[config.mk]
export PLATFORM = sky130hd
export DESIGN_NAME = sensor_report_frame_formatter_flat
export DESIGN_NICKNAME = d
export VERILOG_FILES = /design/src/hdl/srf_pkg.sv /design/src/hdl/srf_if.sv /design/src/hdl/sensor_report_frame_formatter.sv /design/src/hdl/srf_front.sv /design/src/hdl/srf_queue.sv /design/src/hdl/srf_back.sv /design/src/flat_wrapper.sv
export VERILOG_INCLUDE_DIRS = /design/src /design/src/hdl
export SDC_FILE = /design/constraint.sdc
export NUM_CORES = 1
export LEC_CHECK = 0
export ABC_AREA = 1
export CAP_MARGIN = 20
export CORE_ASPECT_RATIO = 0.9
export CORE_MARGIN = 1.5
export CORE_UTILIZATION = 41
export DETAILED_ROUTE_END_ITERATION = 16
export DONT_BUFFER_PORTS = 1
export GPL_TIMING_DRIVEN = 0
export MAX_ROUTING_LAYER = met4
export SLEW_MARGIN = 20
export SYNTH_ARGS = -nofsm -noshare
export SYNTH_HDL_FRONTEND = slang
export SYNTH_HIERARCHICAL = 1
export SYNTH_SLANG_ARGS = --single-unit
[constraint.sdc]
create_clock -name clk -period 18.8 [get_ports clk]
set_input_delay 0.94 -clock clk [delete_from_list [all_inputs] [get_ports clk]]
set_output_delay 0.94 -clock clk [all_outputs]
set_load 0.005 [all_outputs]
[src/hdl/assert_macros.svh]
// Assertion macros shared by the frame formatter RTL.
`ifndef ASSERT_MACROS_SVH
`define ASSERT_MACROS_SVH
`ifndef NO_ASSERTIONS
`define SRF_ASSERT(lbl, prop, msg) \
  lbl: assert property (@(posedge clk) disable iff (rst) prop) else $error(msg);
`define SRF_ASSERT_ALWAYS(lbl, prop, msg) \
  lbl: assert property (@(posedge clk) prop) else $error(msg);
`else
`define SRF_ASSERT(lbl, prop, msg)
`define SRF_ASSERT_ALWAYS(lbl, prop, msg)
`endif
`endif

[src/hdl/srf_pkg.sv]
// Types, constants and helpers of the sensor report frame formatter.
`default_nettype none
package srf_pkg;
  localparam int TEMP_W      = 15;
  localparam int HUM_W       = 14;
  localparam int LIGHT_W     = 16;
  localparam int NODE_W      = 8;
  localparam int MAG_W       = 14;
  localparam int VAL_W       = 16;
  localparam int DIGITS      = 13;
  localparam int IDX_W       = 5;
  localparam int QUEUE_DEPTH = 2;
  localparam int APB_ADDR_W  = 3;
  localparam int APB_DATA_W  = 32;

  localparam logic CMD_REPORT = 1'b0;
  localparam logic CMD_SYNC   = 1'b1;

  localparam logic [IDX_W-1:0] LAST_SYNC   = 5'd3;
  localparam logic [IDX_W-1:0] LAST_REPORT = 5'd20;

  localparam logic [7:0] CH_SPACE = 8'h20;
  localparam logic [7:0] CH_MINUS = 8'h2D;
  localparam logic [7:0] CH_DOT   = 8'h2E;
  localparam logic [7:0] CH_ZERO  = 8'h30;
  localparam logic [7:0] CH_ONE   = 8'h31;
  localparam logic [7:0] CH_THREE = 8'h33;
  localparam logic [7:0] CH_FIVE  = 8'h35;
  localparam logic [7:0] CH_SIX   = 8'h36;
  localparam logic [7:0] CH_NINE  = 8'h39;
  localparam logic [7:0] CH_END   = 8'h40;
  localparam logic [7:0] CH_A     = 8'h41;
  localparam logic [7:0] CH_D     = 8'h44;
  localparam logic [7:0] CH_H     = 8'h48;
  localparam logic [7:0] CH_I     = 8'h49;
  localparam logic [7:0] CH_T     = 8'h54;

  typedef struct packed {
    logic               cmd;
    logic               climate_error;
    logic               light_error;
    logic               neg;
    logic [MAG_W-1:0]   temp_mag;
    logic [HUM_W-1:0]   hum;
    logic [LIGHT_W-1:0] light;
  } entry_t;

  typedef struct packed {
    logic                   cmd;
    logic                   climate_error;
    logic                   light_error;
    logic                   neg;
    logic [DIGITS-1:0][3:0] dig;
  } frame_t;

  function automatic logic [7:0] digit_char(input logic [3:0] d);
    return CH_ZERO + {4'd0, d};
  endfunction
endpackage
`default_nettype wire

[src/hdl/srf_if.sv]
// Input item and output byte channel interfaces.
`default_nettype none
interface srf_item_if;
  import srf_pkg::*;
  logic                      valid;
  logic                      ready;
  logic                      cmd;
  logic signed [TEMP_W-1:0]  temp_sample_0;
  logic signed [TEMP_W-1:0]  temp_sample_1;
  logic signed [TEMP_W-1:0]  temp_sample_2;
  logic        [HUM_W-1:0]   hum_sample_0;
  logic        [HUM_W-1:0]   hum_sample_1;
  logic        [HUM_W-1:0]   hum_sample_2;
  logic        [LIGHT_W-1:0] light_sample_0;
  logic        [LIGHT_W-1:0] light_sample_1;
  logic        [LIGHT_W-1:0] light_sample_2;
  logic                      climate_error;
  logic                      light_error;

  modport source (output valid, cmd, temp_sample_0, temp_sample_1, temp_sample_2,
                  hum_sample_0, hum_sample_1, hum_sample_2, light_sample_0,
                  light_sample_1, light_sample_2, climate_error, light_error,
                  input ready);
  modport sink (input valid, cmd, temp_sample_0, temp_sample_1, temp_sample_2,
                hum_sample_0, hum_sample_1, hum_sample_2, light_sample_0,
                light_sample_1, light_sample_2, climate_error, light_error,
                output ready);
endinterface

interface srf_frame_if;
  logic       valid;
  logic       ready;
  logic [7:0] frame_byte;
  logic       frame_end;

  modport source (output valid, frame_byte, frame_end, input ready);
  modport sink (input valid, frame_byte, frame_end, output ready);
endinterface
`default_nettype wire

[src/hdl/sensor_report_frame_formatter.sv]
// Sensor report frame formatter: top level with APB register and channel wiring.
// Each accepted item produces one ASCII frame on the byte channel, one byte per
// cycle while the sink is ready: 4 bytes for a sync request, 21 for a report.
// Items enter a two-entry queue; the back end converts a report to decimal with
// one shared divide-by-ten unit while the previous frame is still being sent,
// so with a ready sink frames are paced by the one-byte output channel, except
// that a report after a short sync frame can leave a gap while it converts.
// node_address sits at byte address 0 and resets to 1.
`default_nettype none
module sensor_report_frame_formatter #(
  parameter int QUEUE_DEPTH = srf_pkg::QUEUE_DEPTH
) (
  input  wire logic                           clk,
  input  wire logic                           rst,
  input  wire logic                           psel,
  input  wire logic                           penable,
  input  wire logic                           pwrite,
  input  wire logic [srf_pkg::APB_ADDR_W-1:0] paddr,
  input  wire logic [srf_pkg::APB_DATA_W-1:0] pwdata,
  output logic      [srf_pkg::APB_DATA_W-1:0] prdata,
  output logic                                pready,
  srf_item_if.sink                            item,
  srf_frame_if.source                         frame
);
  import srf_pkg::*;

  localparam logic REG_NODE_ADDRESS = 1'b0;

  logic [NODE_W-1:0] node_address;
  logic              cfg_write;
  logic              push;
  entry_t            push_entry;
  logic              q_full;
  logic              q_empty;
  logic              pop;
  entry_t            q_head;

  assign pready    = 1'b1;
  assign cfg_write = psel && penable && pwrite && (paddr[2] == REG_NODE_ADDRESS);
  assign prdata    = (paddr[2] == REG_NODE_ADDRESS) ?
                     {{(APB_DATA_W - NODE_W){1'b0}}, node_address} : '0;

  always_ff @(posedge clk) begin
    if (rst) begin
      node_address <= 8'd1;
    end else if (cfg_write) begin
      node_address <= pwdata[NODE_W-1:0];
    end
  end

  srf_front u_front (
    .item       (item),
    .full       (q_full),
    .push       (push),
    .push_entry (push_entry)
  );

  srf_queue #(
    .DEPTH (QUEUE_DEPTH)
  ) u_queue (
    .clk        (clk),
    .rst        (rst),
    .push       (push),
    .push_entry (push_entry),
    .full       (q_full),
    .pop        (pop),
    .empty      (q_empty),
    .head       (q_head)
  );

  srf_back u_back (
    .clk          (clk),
    .rst          (rst),
    .node_address (node_address),
    .q_empty      (q_empty),
    .q_head       (q_head),
    .pop          (pop),
    .frame        (frame)
  );
endmodule
`default_nettype wire

[src/hdl/srf_front.sv]
// Front end: accepts items, takes medians and prepares the queue entry.
`default_nettype none
module srf_front (
  srf_item_if.sink        item,
  input  wire logic       full,
  output logic            push,
  output srf_pkg::entry_t push_entry
);
  import srf_pkg::*;

  function automatic logic signed [TEMP_W-1:0] med3s(
    input logic signed [TEMP_W-1:0] a,
    input logic signed [TEMP_W-1:0] b,
    input logic signed [TEMP_W-1:0] c
  );
    logic signed [TEMP_W-1:0] lo;
    logic signed [TEMP_W-1:0] hi;
    logic signed [TEMP_W-1:0] mid;
    lo  = (a < b) ? a : b;
    hi  = (a < b) ? b : a;
    mid = (hi < c) ? hi : c;
    return (lo > mid) ? lo : mid;
  endfunction

  function automatic logic [LIGHT_W-1:0] med3u(
    input logic [LIGHT_W-1:0] a,
    input logic [LIGHT_W-1:0] b,
    input logic [LIGHT_W-1:0] c
  );
    logic [LIGHT_W-1:0] lo;
    logic [LIGHT_W-1:0] hi;
    logic [LIGHT_W-1:0] mid;
    lo  = (a < b) ? a : b;
    hi  = (a < b) ? b : a;
    mid = (hi < c) ? hi : c;
    return (lo > mid) ? lo : mid;
  endfunction

  logic signed [TEMP_W-1:0] temp_med;
  logic        [TEMP_W:0]   temp_ext;
  logic        [TEMP_W:0]   temp_abs;
  logic        [TEMP_W:0]   temp_wrap;
  logic        [LIGHT_W-1:0] hum_med;

  assign item.ready = !full;
  assign push       = item.valid && !full;

  always_comb begin
    temp_med  = med3s(item.temp_sample_0, item.temp_sample_1, item.temp_sample_2);
    temp_ext  = {temp_med[TEMP_W-1], temp_med};
    temp_abs  = temp_med[TEMP_W-1] ? (~temp_ext + 16'd1) : temp_ext;
    temp_wrap = (temp_abs >= 16'd10000) ? (temp_abs - 16'd10000) : temp_abs;
    hum_med   = med3u({2'b00, item.hum_sample_0}, {2'b00, item.hum_sample_1},
                      {2'b00, item.hum_sample_2});

    push_entry.cmd           = item.cmd;
    push_entry.climate_error = item.climate_error;
    push_entry.light_error   = item.light_error;
    push_entry.neg           = temp_med[TEMP_W-1];
    push_entry.temp_mag      = temp_wrap[MAG_W-1:0];
    push_entry.hum           = hum_med[HUM_W-1:0];
    push_entry.light         = med3u(item.light_sample_0, item.light_sample_1,
                                     item.light_sample_2);
  end
endmodule
`default_nettype wire

[src/hdl/srf_queue.sv]
// Short entry queue between the front end and the back end.
`default_nettype none
`include "assert_macros.svh"
module srf_queue #(
  parameter int DEPTH = srf_pkg::QUEUE_DEPTH
) (
  input  wire logic            clk,
  input  wire logic            rst,
  input  wire logic            push,
  input  wire srf_pkg::entry_t push_entry,
  output logic                 full,
  input  wire logic            pop,
  output logic                 empty,
  output srf_pkg::entry_t      head
);
  import srf_pkg::*;

  localparam int PTR_W = (DEPTH > 1) ? $clog2(DEPTH) : 1;
  localparam int CNT_W = $clog2(DEPTH + 1);

  entry_t             store [DEPTH];
  logic [PTR_W-1:0]   wr_ptr;
  logic [PTR_W-1:0]   rd_ptr;
  logic [CNT_W-1:0]   count;
  logic [PTR_W-1:0]   wr_ptr_next;
  logic [PTR_W-1:0]   rd_ptr_next;

  assign full  = (count == CNT_W'(DEPTH));
  assign empty = (count == '0);
  assign head  = store[rd_ptr];

  assign wr_ptr_next = (wr_ptr == PTR_W'(DEPTH - 1)) ? '0 : wr_ptr + 1'b1;
  assign rd_ptr_next = (rd_ptr == PTR_W'(DEPTH - 1)) ? '0 : rd_ptr + 1'b1;

  always_ff @(posedge clk) begin
    if (rst) begin
      wr_ptr <= '0;
      rd_ptr <= '0;
      count  <= '0;
    end else begin
      if (push) begin
        wr_ptr <= wr_ptr_next;
      end
      if (pop) begin
        rd_ptr <= rd_ptr_next;
      end
      if (push && !pop) begin
        count <= count + 1'b1;
      end else if (pop && !push) begin
        count <= count - 1'b1;
      end
    end
  end

  always_ff @(posedge clk) begin
    if (push) begin
      store[wr_ptr] <= push_entry;
    end
  end

  `SRF_ASSERT(a_count_bound, (count <= CNT_W'(DEPTH)), "queue count above depth")
  `SRF_ASSERT(a_no_overflow, (full |-> !push), "push into full queue")
  `SRF_ASSERT(a_no_underflow, (pop |-> !empty), "pop from empty queue")
endmodule
`default_nettype wire

[src/hdl/srf_back.sv]
// Back end: decimal conversion through a shared divide-by-ten unit and byte emission.
`default_nettype none
`include "assert_macros.svh"
module srf_back (
  input  wire logic                       clk,
  input  wire logic                       rst,
  input  wire logic [srf_pkg::NODE_W-1:0] node_address,
  input  wire logic                       q_empty,
  input  wire srf_pkg::entry_t            q_head,
  output logic                            pop,
  srf_frame_if.source                     frame
);
  import srf_pkg::*;

  localparam logic [3:0] STEP_LIGHT = 4'd0;
  localparam logic [3:0] STEP_TEMP  = 4'd5;
  localparam logic [3:0] STEP_HUM   = 4'd9;
  localparam logic [3:0] STEP_CLAMP = 4'd10;
  localparam logic [3:0] STEP_LAST  = 4'd12;
  localparam logic [12:0] HUM_MAX   = 13'd99;

  // converter
  logic                   hold;
  logic                   complete;
  logic [3:0]             step;
  entry_t                 cur;
  logic [VAL_W-1:0]       val;
  logic [DIGITS-1:0][3:0] dig;
  logic [VAL_W-1:0]       x;
  logic [2*VAL_W-1:0]     prod;
  logic [12:0]            quo;
  logic [VAL_W-1:0]       rem;
  logic                   working;

  // emitter
  logic                   fvalid;
  logic [IDX_W-1:0]       fk;
  frame_t                 frame_r;
  logic [IDX_W-1:0]       last_idx;
  logic                   at_last;
  logic                   out_fire;
  logic                   emit_free;
  logic                   handoff;

  assign working   = hold && !complete;
  assign last_idx  = (frame_r.cmd == CMD_SYNC) ? LAST_SYNC : LAST_REPORT;
  assign at_last   = (fk == last_idx);
  assign out_fire  = fvalid && frame.ready;
  assign emit_free = !fvalid || (out_fire && at_last);
  assign handoff   = hold && complete && emit_free;
  assign pop       = !q_empty && (!hold || handoff);

  always_comb begin
    case (step)
      STEP_LIGHT: x = cur.light;
      STEP_TEMP:  x = {2'b00, cur.temp_mag};
      STEP_HUM:   x = {2'b00, cur.hum};
      default:    x = val;
    endcase
    prod = x * 16'hCCCD;
    quo  = prod[31:19];
    rem  = x - ({3'b000, quo} << 3) - ({3'b000, quo} << 1);
  end

  always_ff @(posedge clk) begin
    if (rst) begin
      hold     <= 1'b0;
      complete <= 1'b0;
      step     <= '0;
      fvalid   <= 1'b0;
      fk       <= '0;
    end else begin
      if (pop) begin
        hold     <= 1'b1;
        complete <= (q_head.cmd == CMD_SYNC);
        step     <= '0;
      end else if (handoff) begin
        hold <= 1'b0;
      end else if (working) begin
        step <= step + 1'b1;
        if (step == STEP_LAST) begin
          complete <= 1'b1;
        end
      end
      if (handoff) begin
        fvalid <= 1'b1;
        fk     <= '0;
      end else if (out_fire) begin
        if (at_last) begin
          fvalid <= 1'b0;
        end else begin
          fk <= fk + 1'b1;
        end
      end
    end
  end

  always_ff @(posedge clk) begin
    if (pop) begin
      cur <= q_head;
    end
    if (working) begin
      dig[step] <= rem[3:0];
      if (step == STEP_CLAMP) begin
        val <= (quo > HUM_MAX) ? {3'b000, HUM_MAX} : {3'b000, quo};
      end else begin
        val <= {3'b000, quo};
      end
    end
    if (handoff) begin
      frame_r.cmd           <= cur.cmd;
      frame_r.climate_error <= cur.climate_error;
      frame_r.light_error   <= cur.light_error;
      frame_r.neg           <= cur.neg;
      frame_r.dig           <= dig;
    end
  end

  // node identifier
  logic [NODE_W-1:0] addr_eff;
  logic [NODE_W-1:0] addr_m1;
  logic [15:0]       letter_prod;
  logic [15:0]       addr_prod;
  logic [4:0]        addr_quo;
  logic [NODE_W-1:0] addr_rem;
  logic [7:0]        id_letter;
  logic [7:0]        id_tens;
  logic [7:0]        id_ones;

  always_comb begin
    addr_eff    = (node_address == '0) ? 8'd1 : node_address;
    addr_m1     = addr_eff - 8'd1;
    letter_prod = {8'd0, addr_m1} * 16'd205;
    addr_prod   = {8'd0, addr_eff} * 16'd205;
    addr_quo    = addr_prod[15:11];
    addr_rem    = addr_eff - ({3'b000, addr_quo} << 3) - ({3'b000, addr_quo} << 1);
    id_letter   = CH_A + {3'b000, letter_prod[15:11]};
    id_tens     = (addr_rem == '0) ? CH_ONE : CH_ZERO;
    id_ones     = (addr_rem == '0) ? CH_ZERO : digit_char(addr_rem[3:0]);
  end

  logic t_blank;
  logic h_blank;
  logic l4_blank;
  logic l3_blank;
  logic l2_blank;
  logic l1_blank;
  logic ce;
  logic le;
  logic [7:0] byte_out;

  always_comb begin
    ce       = frame_r.climate_error;
    le       = frame_r.light_error;
    t_blank  = (frame_r.dig[8] == 4'd0);
    h_blank  = (frame_r.dig[12] == 4'd0);
    l4_blank = (frame_r.dig[4] == 4'd0);
    l3_blank = l4_blank && (frame_r.dig[3] == 4'd0);
    l2_blank = l3_blank && (frame_r.dig[2] == 4'd0);
    l1_blank = l2_blank && (frame_r.dig[1] == 4'd0);
    case (fk)
      5'd0:  byte_out = (frame_r.cmd == CMD_SYNC) ? CH_T : CH_D;
      5'd1:  byte_out = id_letter;
      5'd2:  byte_out = id_tens;
      5'd3:  byte_out = id_ones;
      5'd4:  byte_out = CH_T;
      5'd5:  byte_out = (ce || frame_r.neg) ? CH_MINUS : CH_SPACE;
      5'd6:  byte_out = ce ? CH_NINE :
                        (t_blank ? CH_SPACE : digit_char(frame_r.dig[8]));
      5'd7:  byte_out = ce ? CH_NINE : digit_char(frame_r.dig[7]);
      5'd8:  byte_out = CH_DOT;
      5'd9:  byte_out = ce ? CH_NINE : digit_char(frame_r.dig[6]);
      5'd10: byte_out = ce ? CH_NINE : digit_char(frame_r.dig[5]);
      5'd11: byte_out = CH_H;
      5'd12: byte_out = ce ? CH_MINUS :
                        (h_blank ? CH_SPACE : digit_char(frame_r.dig[12]));
      5'd13: byte_out = ce ? CH_ONE : digit_char(frame_r.dig[11]);
      5'd14: byte_out = CH_I;
      5'd15: byte_out = le ? CH_SIX :
                        (l4_blank ? CH_SPACE : digit_char(frame_r.dig[4]));
      5'd16: byte_out = le ? CH_FIVE :
                        (l3_blank ? CH_SPACE : digit_char(frame_r.dig[3]));
      5'd17: byte_out = le ? CH_FIVE :
                        (l2_blank ? CH_SPACE : digit_char(frame_r.dig[2]));
      5'd18: byte_out = le ? CH_THREE :
                        (l1_blank ? CH_SPACE : digit_char(frame_r.dig[1]));
      5'd19: byte_out = le ? CH_FIVE : digit_char(frame_r.dig[0]);
      default: byte_out = CH_END;
    endcase
  end

  assign frame.valid      = fvalid;
  assign frame.frame_byte = byte_out;
  assign frame.frame_end  = at_last;

  `SRF_ASSERT(a_index_bound, (fvalid |-> (fk <= last_idx)), "byte index past frame end")
  `SRF_ASSERT(a_conv_done, ((working && step == STEP_LAST) |=> complete),
              "conversion did not finish")
  `SRF_ASSERT(a_index_step, ((out_fire && !at_last) |=> (fvalid && fk == $past(fk) + 1'b1)),
              "byte index did not advance")
endmodule
`default_nettype wire
[src/flat_wrapper.sv]
// flat-port wrapper written by rule: the top's interface ports become plain ports
module sensor_report_frame_formatter_flat import srf_pkg::*;
#(
  parameter int QUEUE_DEPTH = srf_pkg::QUEUE_DEPTH
)
  (clk, rst, psel, penable, pwrite, paddr, pwdata, prdata, pready, item_valid, item_cmd, item_temp_sample_0, item_temp_sample_1, item_temp_sample_2, item_hum_sample_0, item_hum_sample_1, item_hum_sample_2, item_light_sample_0, item_light_sample_1, item_light_sample_2, item_climate_error, item_light_error, item_ready, frame_valid, frame_frame_byte, frame_frame_end, frame_ready);
  srf_item_if item_i ();
  srf_frame_if frame_i ();
  input  wire logic clk;
  input  wire logic rst;
  input  wire logic psel;
  input  wire logic penable;
  input  wire logic pwrite;
  input  wire logic [srf_pkg::APB_ADDR_W-1:0] paddr;
  input  wire logic [srf_pkg::APB_DATA_W-1:0] pwdata;
  output logic      [srf_pkg::APB_DATA_W-1:0] prdata;
  output logic pready;
  input wire logic [$bits(item_i.valid)-1:0] item_valid;
  input wire logic [$bits(item_i.cmd)-1:0] item_cmd;
  input wire logic [$bits(item_i.temp_sample_0)-1:0] item_temp_sample_0;
  input wire logic [$bits(item_i.temp_sample_1)-1:0] item_temp_sample_1;
  input wire logic [$bits(item_i.temp_sample_2)-1:0] item_temp_sample_2;
  input wire logic [$bits(item_i.hum_sample_0)-1:0] item_hum_sample_0;
  input wire logic [$bits(item_i.hum_sample_1)-1:0] item_hum_sample_1;
  input wire logic [$bits(item_i.hum_sample_2)-1:0] item_hum_sample_2;
  input wire logic [$bits(item_i.light_sample_0)-1:0] item_light_sample_0;
  input wire logic [$bits(item_i.light_sample_1)-1:0] item_light_sample_1;
  input wire logic [$bits(item_i.light_sample_2)-1:0] item_light_sample_2;
  input wire logic [$bits(item_i.climate_error)-1:0] item_climate_error;
  input wire logic [$bits(item_i.light_error)-1:0] item_light_error;
  output wire logic [$bits(item_i.ready)-1:0] item_ready;
  output wire logic [$bits(frame_i.valid)-1:0] frame_valid;
  output wire logic [$bits(frame_i.frame_byte)-1:0] frame_frame_byte;
  output wire logic [$bits(frame_i.frame_end)-1:0] frame_frame_end;
  input wire logic [$bits(frame_i.ready)-1:0] frame_ready;
  assign item_i.valid = item_valid;
  assign item_i.cmd = item_cmd;
  assign item_i.temp_sample_0 = item_temp_sample_0;
  assign item_i.temp_sample_1 = item_temp_sample_1;
  assign item_i.temp_sample_2 = item_temp_sample_2;
  assign item_i.hum_sample_0 = item_hum_sample_0;
  assign item_i.hum_sample_1 = item_hum_sample_1;
  assign item_i.hum_sample_2 = item_hum_sample_2;
  assign item_i.light_sample_0 = item_light_sample_0;
  assign item_i.light_sample_1 = item_light_sample_1;
  assign item_i.light_sample_2 = item_light_sample_2;
  assign item_i.climate_error = item_climate_error;
  assign item_i.light_error = item_light_error;
  assign item_ready = item_i.ready;
  assign frame_valid = frame_i.valid;
  assign frame_frame_byte = frame_i.frame_byte;
  assign frame_frame_end = frame_i.frame_end;
  assign frame_i.ready = frame_ready;
  sensor_report_frame_formatter #(.QUEUE_DEPTH(QUEUE_DEPTH)) u_core (.clk(clk), .rst(rst), .psel(psel), .penable(penable), .pwrite(pwrite), .paddr(paddr), .pwdata(pwdata), .prdata(prdata), .pready(pready), .item(item_i), .frame(frame_i));
endmodule
==> metrics.txt, run 1 <==
status=finished clean; CTS resizes=0; core area=just over 60000 um2; placed wire-length estimate=slightly below 50 mm; library cells used by synthesis=64; HP Class=register to register; wire length per cell=~15 um; Post-synth EDFFs=approximately 250; Final #Nets=between 3k and 4k; initial antenna violation count=1; most used cell along the critical path=nand2_1; min Tclk post-route=between 8 and 9 ns; worst path required time=approximately 19 ns; R2R depth=33; Async S/R FF share, synth=0%; Max Cap Viol=0; CTS tree=yes; fmax=roughly 120 MHz; clock skew=between 0.015 and 0.02 ns; largest net degree at the start of global routing=32; GR Util met2=31.2%; grt ovf=0; arrival time worst endpoint=around 8.8 ns; Max FO, Critical Path=11; Total Neg Setup Slack=0 ns; r2r endpoint=u_core/u_back/dig[15]; DIE HEIGHT=240 um; setup bufs post-CTS=0; DIE AREA=around 64000 um2; Initial Util=roughly two fifths; worst setup path class=input pin to register; Setup crit start=item_temp_sample_1[14]; Hold Fails Final Rpt=0; DRC=0; worst skew pair latency=approximately 0.55 ns; routed via count=between 15k and 20k; Area Overhead vs Synth=8.14%; GRT met3 Usage=between 2 and 2.5%; clk sinks=between 200 and 300; Worst path slowest cell=a211oi_1; startpoint class of the critical path=input pin; Max Slew Vio Count=0; Worst slew margin=18.6%; final period utilization=45.2%; slowest stage delay, CP=around 0.65 ns; H-tree depth=1; nature of the critical path endpoint=register; Slew @ Worst Pin=~1.2 ns; reg-to-reg setup timing slack=approximately 10 ns; share of cells above drive strength 1=7.46%; vias per cell=roughly 5; die width=266 um; mean post-synth cell area=8.44 um2; setup violators final=0; RSZ-0062 raised after global routing=false; first-pass GRT wire length=94.5 mm; YS warnings=6; gr usage total=18.7%; grt peak-use layer=met2; # rows=86; most common flop cell mapped by yosys=edfxtp_1; clock buffer depth=3; Post-Syn Instances=about 3k; Synth Cell Area=between 20000 and 30000 um2; Routability Congestion=about 0.93; WL final=about 57 mm; post-route ant nets=0; hold_buf cts=0; met1 GRT Util=24.8%; Synth Register Bits=274; vias in the first global route=approximately 19k; Worst-path clk slew=around 0.06 ns; sequential share of the synthesized area=31.2%; Top Ports=between 200 and 250; Reg-to-Reg Start=u_core/u_back/step[1]; Worst setup endpoint=u_core/u_queue/store[1][37]; First-pass DRT Iterations=7; CTS root buf=clkbuf_16; total CTS buffers=27; Port Buffers=0; 1st-iter DRT viols=about 1.0k
-- synth_stat cells (all sizes together) (9+ instances only) --
library cell | n | area, um2
xnor2 | 15 | 131
fa | 104 | 2080
dfxtp | 25 | 500
buf | 50 | 380
or2 | 13 | 81.3
nor3 | 30 | 150
nand2 | 608 | 2390
xor2 | 26 | 243
inv | 565 | 2120
a211oi | 11 | 87.6
nand3 | 152 | 831
nand3b | 12 | 90.1
ha | 371 | 4640
mux2 | 48 | 616
nand4 | 26 | 169
edfxtp | 249 | 7480
clkbuf | 28 | 105
a21oi | 178 | 895
nor2 | 258 | 1030
a31oi | 9 | 56.3
o211ai | 9 | 67.6
o21ai | 170 | 862
-- cell families after synthesis --
family,Yosys count,synth area share [%]
buffers and inverters,645,10.3
adders and majority gates,475,26.3
other,3,0.0440
DFF,274,31.2
xor gates and xnor gates,41,1.46
muxes,48,2.41
AOI/OAI and AO/OA,425,9.24
and+or+nand+nor,1120,19.1
-- cell usage in the layout, fill, tap and decap left out, drive strengths merged, types with 9 or more instances in the layout --
cell type    n
a211oi      11
a21oi      178
a31oi        9
buf         56
clkbuf      63
clkinv      12
conb        26
dfxtp       25
edfxtp     249
fa         104
ha         371
inv        569
mux2        48
nand2      608
nand3      152
nand3b      12
nand4       26
nor2       258
nor3        30
o211ai       9
o21ai      170
or2         13
xnor2       15
xor2        26
-- critical path: cells and delay by family --
family | cells | cell delay, ns
fa+ha+maj | 4 | 1.15
xor+xnor | 1 | 0.13
buf+inv | 8 | 1.52
simple gates | 28 | 3.18
compound gates | 11 | 1.82
-- through the flow --
step	std cells	cell area, um2	hold slack, ns	util (%)	worst slack (ns)
6_report	3946	27700	0.417	45.0	10.30
5_1_grt	3946	27700	0.426	45.0	9.32
4_1_cts	3945	27600	0.419	45.0	10.35
3_5_place_dp	3896	26800	0.405	43.7	9.80
3_3_place_gp	3890	26700	0.401	43.5	9.81
2_1_floorplan	3054	25700	0.400	-	11.36
-- layer usage --
layer	vias to the layer above	share of wire [%]
li1	10054	-
met1	8786	48
met2	361	46
met3	58	4.3
met4	0	1.3
met5	-	0
-- state kept, by name, summed over array words and instances (netlist names), 2 cells and up, named ones only --
signal	count
u_core/node_address	8
u_core/u_back/cur	48
u_core/u_back/dig	44
u_core/u_back/fk	5
u_core/u_back/frame_r	46
u_core/u_back/step	4
u_core/u_back/val	13
u_core/u_queue/count	2
u_core/u_queue/store	96
-- cell type report --
| class | instances | area [um2] |
|---|---|---|
| antenna | 1 | 2.50 |
| buffer | 78 | 485 |
| clock buffer | 35 | 706 |
| clock inverter | 14 | 88.8 |
| fill | 6119 | 33800 |
| inverter | 567 | 2140 |
| multi-input combinational | 2135 | 15100 |
| sequential | 274 | 7980 |
| tap | 836 | 1050 |
| timing repair buffer | 6 | 111 |
-- how the worst min path moves through the flow --
stage                     cells after the start                  start                         to
after global placement                        0  u_core/u_back/dig[25]  u_core/u_back/frame_r[25]
after floorplan                               0  u_core/u_back/cur[46]           u_core/u_back/ce
after detailed placement                      0   u_core/u_back/dig[0]   u_core/u_back/frame_r[0]
after global routing                          0  u_core/u_back/dig[17]  u_core/u_back/frame_r[17]
final                                         0  u_core/u_back/dig[50]  u_core/u_back/frame_r[50]
after CTS                                     0   u_core/u_back/dig[6]   u_core/u_back/frame_r[6]
Power of run 1 is left out: the tool's default activity adds up to more than one toggle a clock period on the data nets, which glitch-free logic cannot reach.
==> inputs of run 2 (changes only) <==
Clock period 18.8 ns to 8.7 ns, I/O delays scaled along.
==> metrics.txt, run 2 (synthesis gave the netlist of run 1 again) <==
status=finished clean; worst path required time=just under 9 ns; Largest register FFs=96; Biggest register=u_core/u_queue/store; Max FO, Critical Path=11; First-pass DRT Iterations=5; Hold Fails Final Rpt=0; RSZ-0062 raised after global routing=false; slowest stage delay, CP=between 0.6 and 0.7 ns; Area Overhead vs Synth=8.32%; min Tclk post-route=a little over 8 ns; share of cells above drive strength 1=under 10%; hold path startpoint=rst; DRC=0; Max Slew Vio Count=0; vias per cell=4.89; Reg-to-Reg Start=u_core/u_back/step[1]; nature of the critical path endpoint=register; largest net degree at the start of global routing=32; startpoint class of the critical path=register; Slew @ Worst Pin=~1.0 ns; Finished Core Util=between 40% and 50%; Final Non-Filler Cells=between 3k and 4k; worst skew pair latency=0.55 ns; first-pass GRT wire length=about 95 mm; Worst path slowest cell=nor2_1; clk sinks=about 270; H-tree depth=1; hold path cells=3; Top Ports=around 220; total CTS buffers=27; DIE HEIGHT=roughly 240 um; placed wire-length estimate=between 40 and 50 mm; core area=just over 60000 um2; final period utilization=slightly above 90%; vias in the first global route=around 19k; Fill cells=a little over 6k; fmax=approximately 120 MHz; routed via count=19.3k; WHS Endpoint=u_core/u_queue/count[1]; met1 GRT Util=around a quarter; Worst slew margin=30.1%; R2R depth=35; post-route ant nets=0; grt ovf=0; commonest non-fill, non-tap cells in the layout=575 x nand2_1, 555 x inv_1, 371 x ha_1; Routability Congestion=0.932; arrival time worst endpoint=about 8.2 ns; r2r endpoint=u_core/u_back/dig[15]; worst setup path class=register to register; DIE AREA=~64000 um2; setup violators final=0; Worst-path clk slew=roughly 0.060 ns; Max Cap Viol=0; reg-to-reg setup timing slack=0.63 ns; gr usage total=between 10% and 20%; grt peak-use layer=met2; Initial Util=approximately two fifths; GRT met3 Usage=2.30%; setup bufs post-CTS=0; clock buffer depth=3; largest registers=u_core/u_queue/store (96), u_core/u_back/cur (48), u_core/u_back/frame_r (46); WL final=between 50 and 60 mm; wire length per cell=14.6 um; 1st-iter DRT viols=1027; CTS tree=yes; initial antenna violation count=1; Final #Nets=between 3k and 4k; HP Class=input pin to register; clock skew=about 0.016 ns; most used cell along the critical path=nand2_1; # rows=between 80 and 90; leading cell type in the layout, fill and taps excluded=nand2_1; Port Buffers=0; die width=about 270 um; Total Neg Setup Slack=0 ns; GR Util met2=31.2%; CTS root buf=clkbuf_16; post-placement cell count=slightly below 4k; Setup crit start=u_core/u_back/step[1]
==> run 2: changes by cell type in the layout (fill, tap and decap cells not counted) <==
cell | before | now
a211oi_1 | 10 | 9
a41oi_1 | 4 | 1
dlygate4sd3_1 | 0 | 2
a211oi_2 | 1 | 2
a41oi_2 | 3 | 6
==> run 2: timing repair <==
item                       4_1_cts  5_1_grt
hold buffers                     2        0
setup endpoints to repair        0       31
gates resized for setup          0        4
hold endpoints to repair         5        0
==> run 2: worst max-delay path by stage <==
| stage | to |
|---|---|
| after floorplan | u_core/u_queue/store[0][39] |
| after global placement | u_core/u_queue/store[0][37] |
| after detailed placement | u_core/u_queue/store[0][37] |
| after CTS | u_core/u_back/dig[15] |
| after global routing | u_core/u_back/dig[15] |
| final | u_core/u_back/dig[15] |
==> run 2: per-stage QoR <==
stage	instance area [um2]	hold WS [ns]	setup slack, ns
global route	27700	0.0318	0.00847
floorplan	25700	0.400	1.76
global placement	26700	0.401	0.216
detailed placement	26800	0.405	0.205
CTS	27700	0.0209	0.419
finish	27700	0.0456	0.626
==> run 2: worst max-delay path, delay by kind of cell (launching register included) <==
| family | cells | cell delay [ns] |
|---|---|---|
| flip-flops | 1 | 0.35 |
| AND/OR/NAND/NOR | 15 | 2.20 |
| buffers and inverters | 8 | 0.82 |
| adder cells (fa/ha/maj) | 8 | 3.72 |
| AO/OA/AOI/OAI | 4 | 0.58 |
==> run 2: final cells by class <==
type                            count  area, um2  share of cell area, %
Timing Repair Buffer                8        131                  0.474
Sequential cell                   274       7980                   28.8
Tap cell                          836       1050                   3.78
Inverter                          567       2140                   7.71
Antenna cell                        1       2.50                0.00903
Multi-Input combinational cell   2135      15100                   54.6
Clock inverter                     14       88.8                  0.321
Buffer                             78        485                   1.75
Clock buffer                       35        706                   2.55
==> run 2: metal layers <==
layer  routed length, um  part of all wire, %
met5                   0                    0
met2               26600                   46
met3                2480                  4.3
met1               27600                   48
met4                 777                  1.4
Power of run 2 is left out for the same reason.
==> inputs of run 3 (changes only) <==
Settings changed: CTS_BUF_LIST from default to sky130_fd_sc_hd__clkbuf_4 sky130_fd_sc_hd__clkbuf_8.
==> metrics.txt, run 3 (synthesis gave the netlist of run 1 again) <==
worst path required time=between 8 and 9 ns; share of cells above drive strength 1=under 10%; worst setup path class=register to register; clock buffer depth=3; first-pass GRT wire length=95.1 mm; RSZ-0062 raised after global routing=false; Max FO, Critical Path=11; fmax=about 120 MHz; setup bufs post-CTS=0; vias per cell=between 4 and 5; grt ovf=0; gr usage total=18.8%; Place WS=0.205 ns; # rows=86; met1 GRT Util=24.6%; slowest stage delay, CP=~0.78 ns; Top Ports=224; reg-to-reg setup timing slack=a little over 0.6 ns; Biggest register=u_core/u_queue/store; WL final=57.7 mm; Max Slew Vio Count=0; H-tree depth=2; commonest non-fill, non-tap cells in the layout=575 x nand2_1, 555 x inv_1, 371 x ha_1; status=finished clean; Final Non-Filler Cells=~4k; nature of the critical path endpoint=register; placed wire-length estimate=48.0 mm; post-placement cell count=about 4k; Worst-path clk slew=about 0.06 ns; clock skew=0.0391 ns; Max Cap Viol=0; die width=266 um; GR Util met2=between 30% and 40%; CTS tree=yes; final period utilization=roughly 93%; Hold Fails Final Rpt=0; clk sinks=274; DRC=0; Worst path slowest cell=a221oi_1; Worst slew margin=between 30 and 40%; min Tclk post-route=8.08 ns; grt peak-use layer=met2; hold path startpoint=item_climate_error; setup violators final=0; Largest register FFs=96; initial antenna violation count=2; wire length per cell=between 10 and 15 um; Total Neg Setup Slack=0 ns; 1st-iter DRT viols=roughly 1k; Setup crit start=u_core/u_back/step[0]; Slew @ Worst Pin=roughly 0.93 ns; core area=61400 um2; largest registers=u_core/u_queue/store (96), u_core/u_back/cur (48), u_core/u_back/frame_r (46); HP Class=input pin to register; DIE HEIGHT=about 240 um; GRT met3 Usage=under 10%; startpoint class of the critical path=register; Initial Util=a little over two fifths; Final #Nets=3763; most used cell along the critical path=nand2_1; largest net degree at the start of global routing=32; Reg-to-Reg Start=u_core/u_back/step[0]; leading cell type in the layout, fill and taps excluded=nand2_1; total CTS buffers=between 40 and 50; Fill cells=roughly 6.1k; Routability Congestion=approximately 0.93; post-route ant nets=0; CTS root buf=clkbuf_8; DIE AREA=between 60000 and 70000 um2; arrival time worst endpoint=8.26 ns; worst skew pair latency=slightly below 0.6 ns; vias in the first global route=approximately 19k; First-pass DRT Iterations=7; Port Buffers=0; Area Overhead vs Synth=8.76%; fin worst setup slack=about 0.62 ns; routed via count=approximately 19k
==> run 3: routing by layer <==
metal	up-vias	wire (um)
met5	-	0
met4	0	692
met3	50	2530
met2	383	26800
met1	8848	27700
li1	10100	-
==> run 3: final cells by class <==
class                           instances  area (um2)  share of cell area [%]
Tap cell                              836        1050                    3.76
Sequential cell                       274        7980                    28.7
Buffer                                 78         485                    1.75
Inverter                              567        2140                    7.68
Clock inverter                         18         135                   0.486
Multi-Input combinational cell       2135       15100                    54.4
Clock buffer                           64         768                    2.76
Timing Repair Buffer                    8         131                   0.472
Antenna cell                            2        5.00                  0.0180
==> run 3: worst max-delay path, delay by kind of cell (launching register included) <==
| family | cells | cell delay [ns] |
|---|---|---|
| adder cells (fa/ha/maj) | 8 | 3.47 |
| buffers and inverters | 8 | 1.07 |
| AND/OR/NAND/NOR | 10 | 1.12 |
| AO/OA/AOI/OAI | 5 | 1.59 |
| flip-flops | 1 | 0.41 |
==> run 3: path summary, 6_finish.rpt <==
check | to | depth (start not counted)
setup / recovery | u_core/u_back/dig[27] | 31
hold reg to reg | u_core/u_back/frame_r[22] | 0
setup reg to reg | u_core/u_back/dig[27] | 31
hold / removal | u_core/u_queue/store[0][46] | 1
==> run 3: timing repair <==
item	in CTS	in global routing
gates resized for setup	0	3
endpoints found under the setup margin	0	31
endpoints found under the hold margin	6	0
hold buffers	2	0
==> run 3: stage by stage <==
stage | hold WS, ns | instance area, um2 | util, %
final | 0.0636 | 27800 | 45.3
after floorplan | 0.400 | 25700 | -
after detailed placement | 0.405 | 26800 | 43.7
after global routing | 0.0210 | 27800 | 45.3
after CTS | 0.0185 | 27800 | 45.2
after global placement | 0.401 | 26700 | 43.5
Power of run 3 is left out for the same reason.
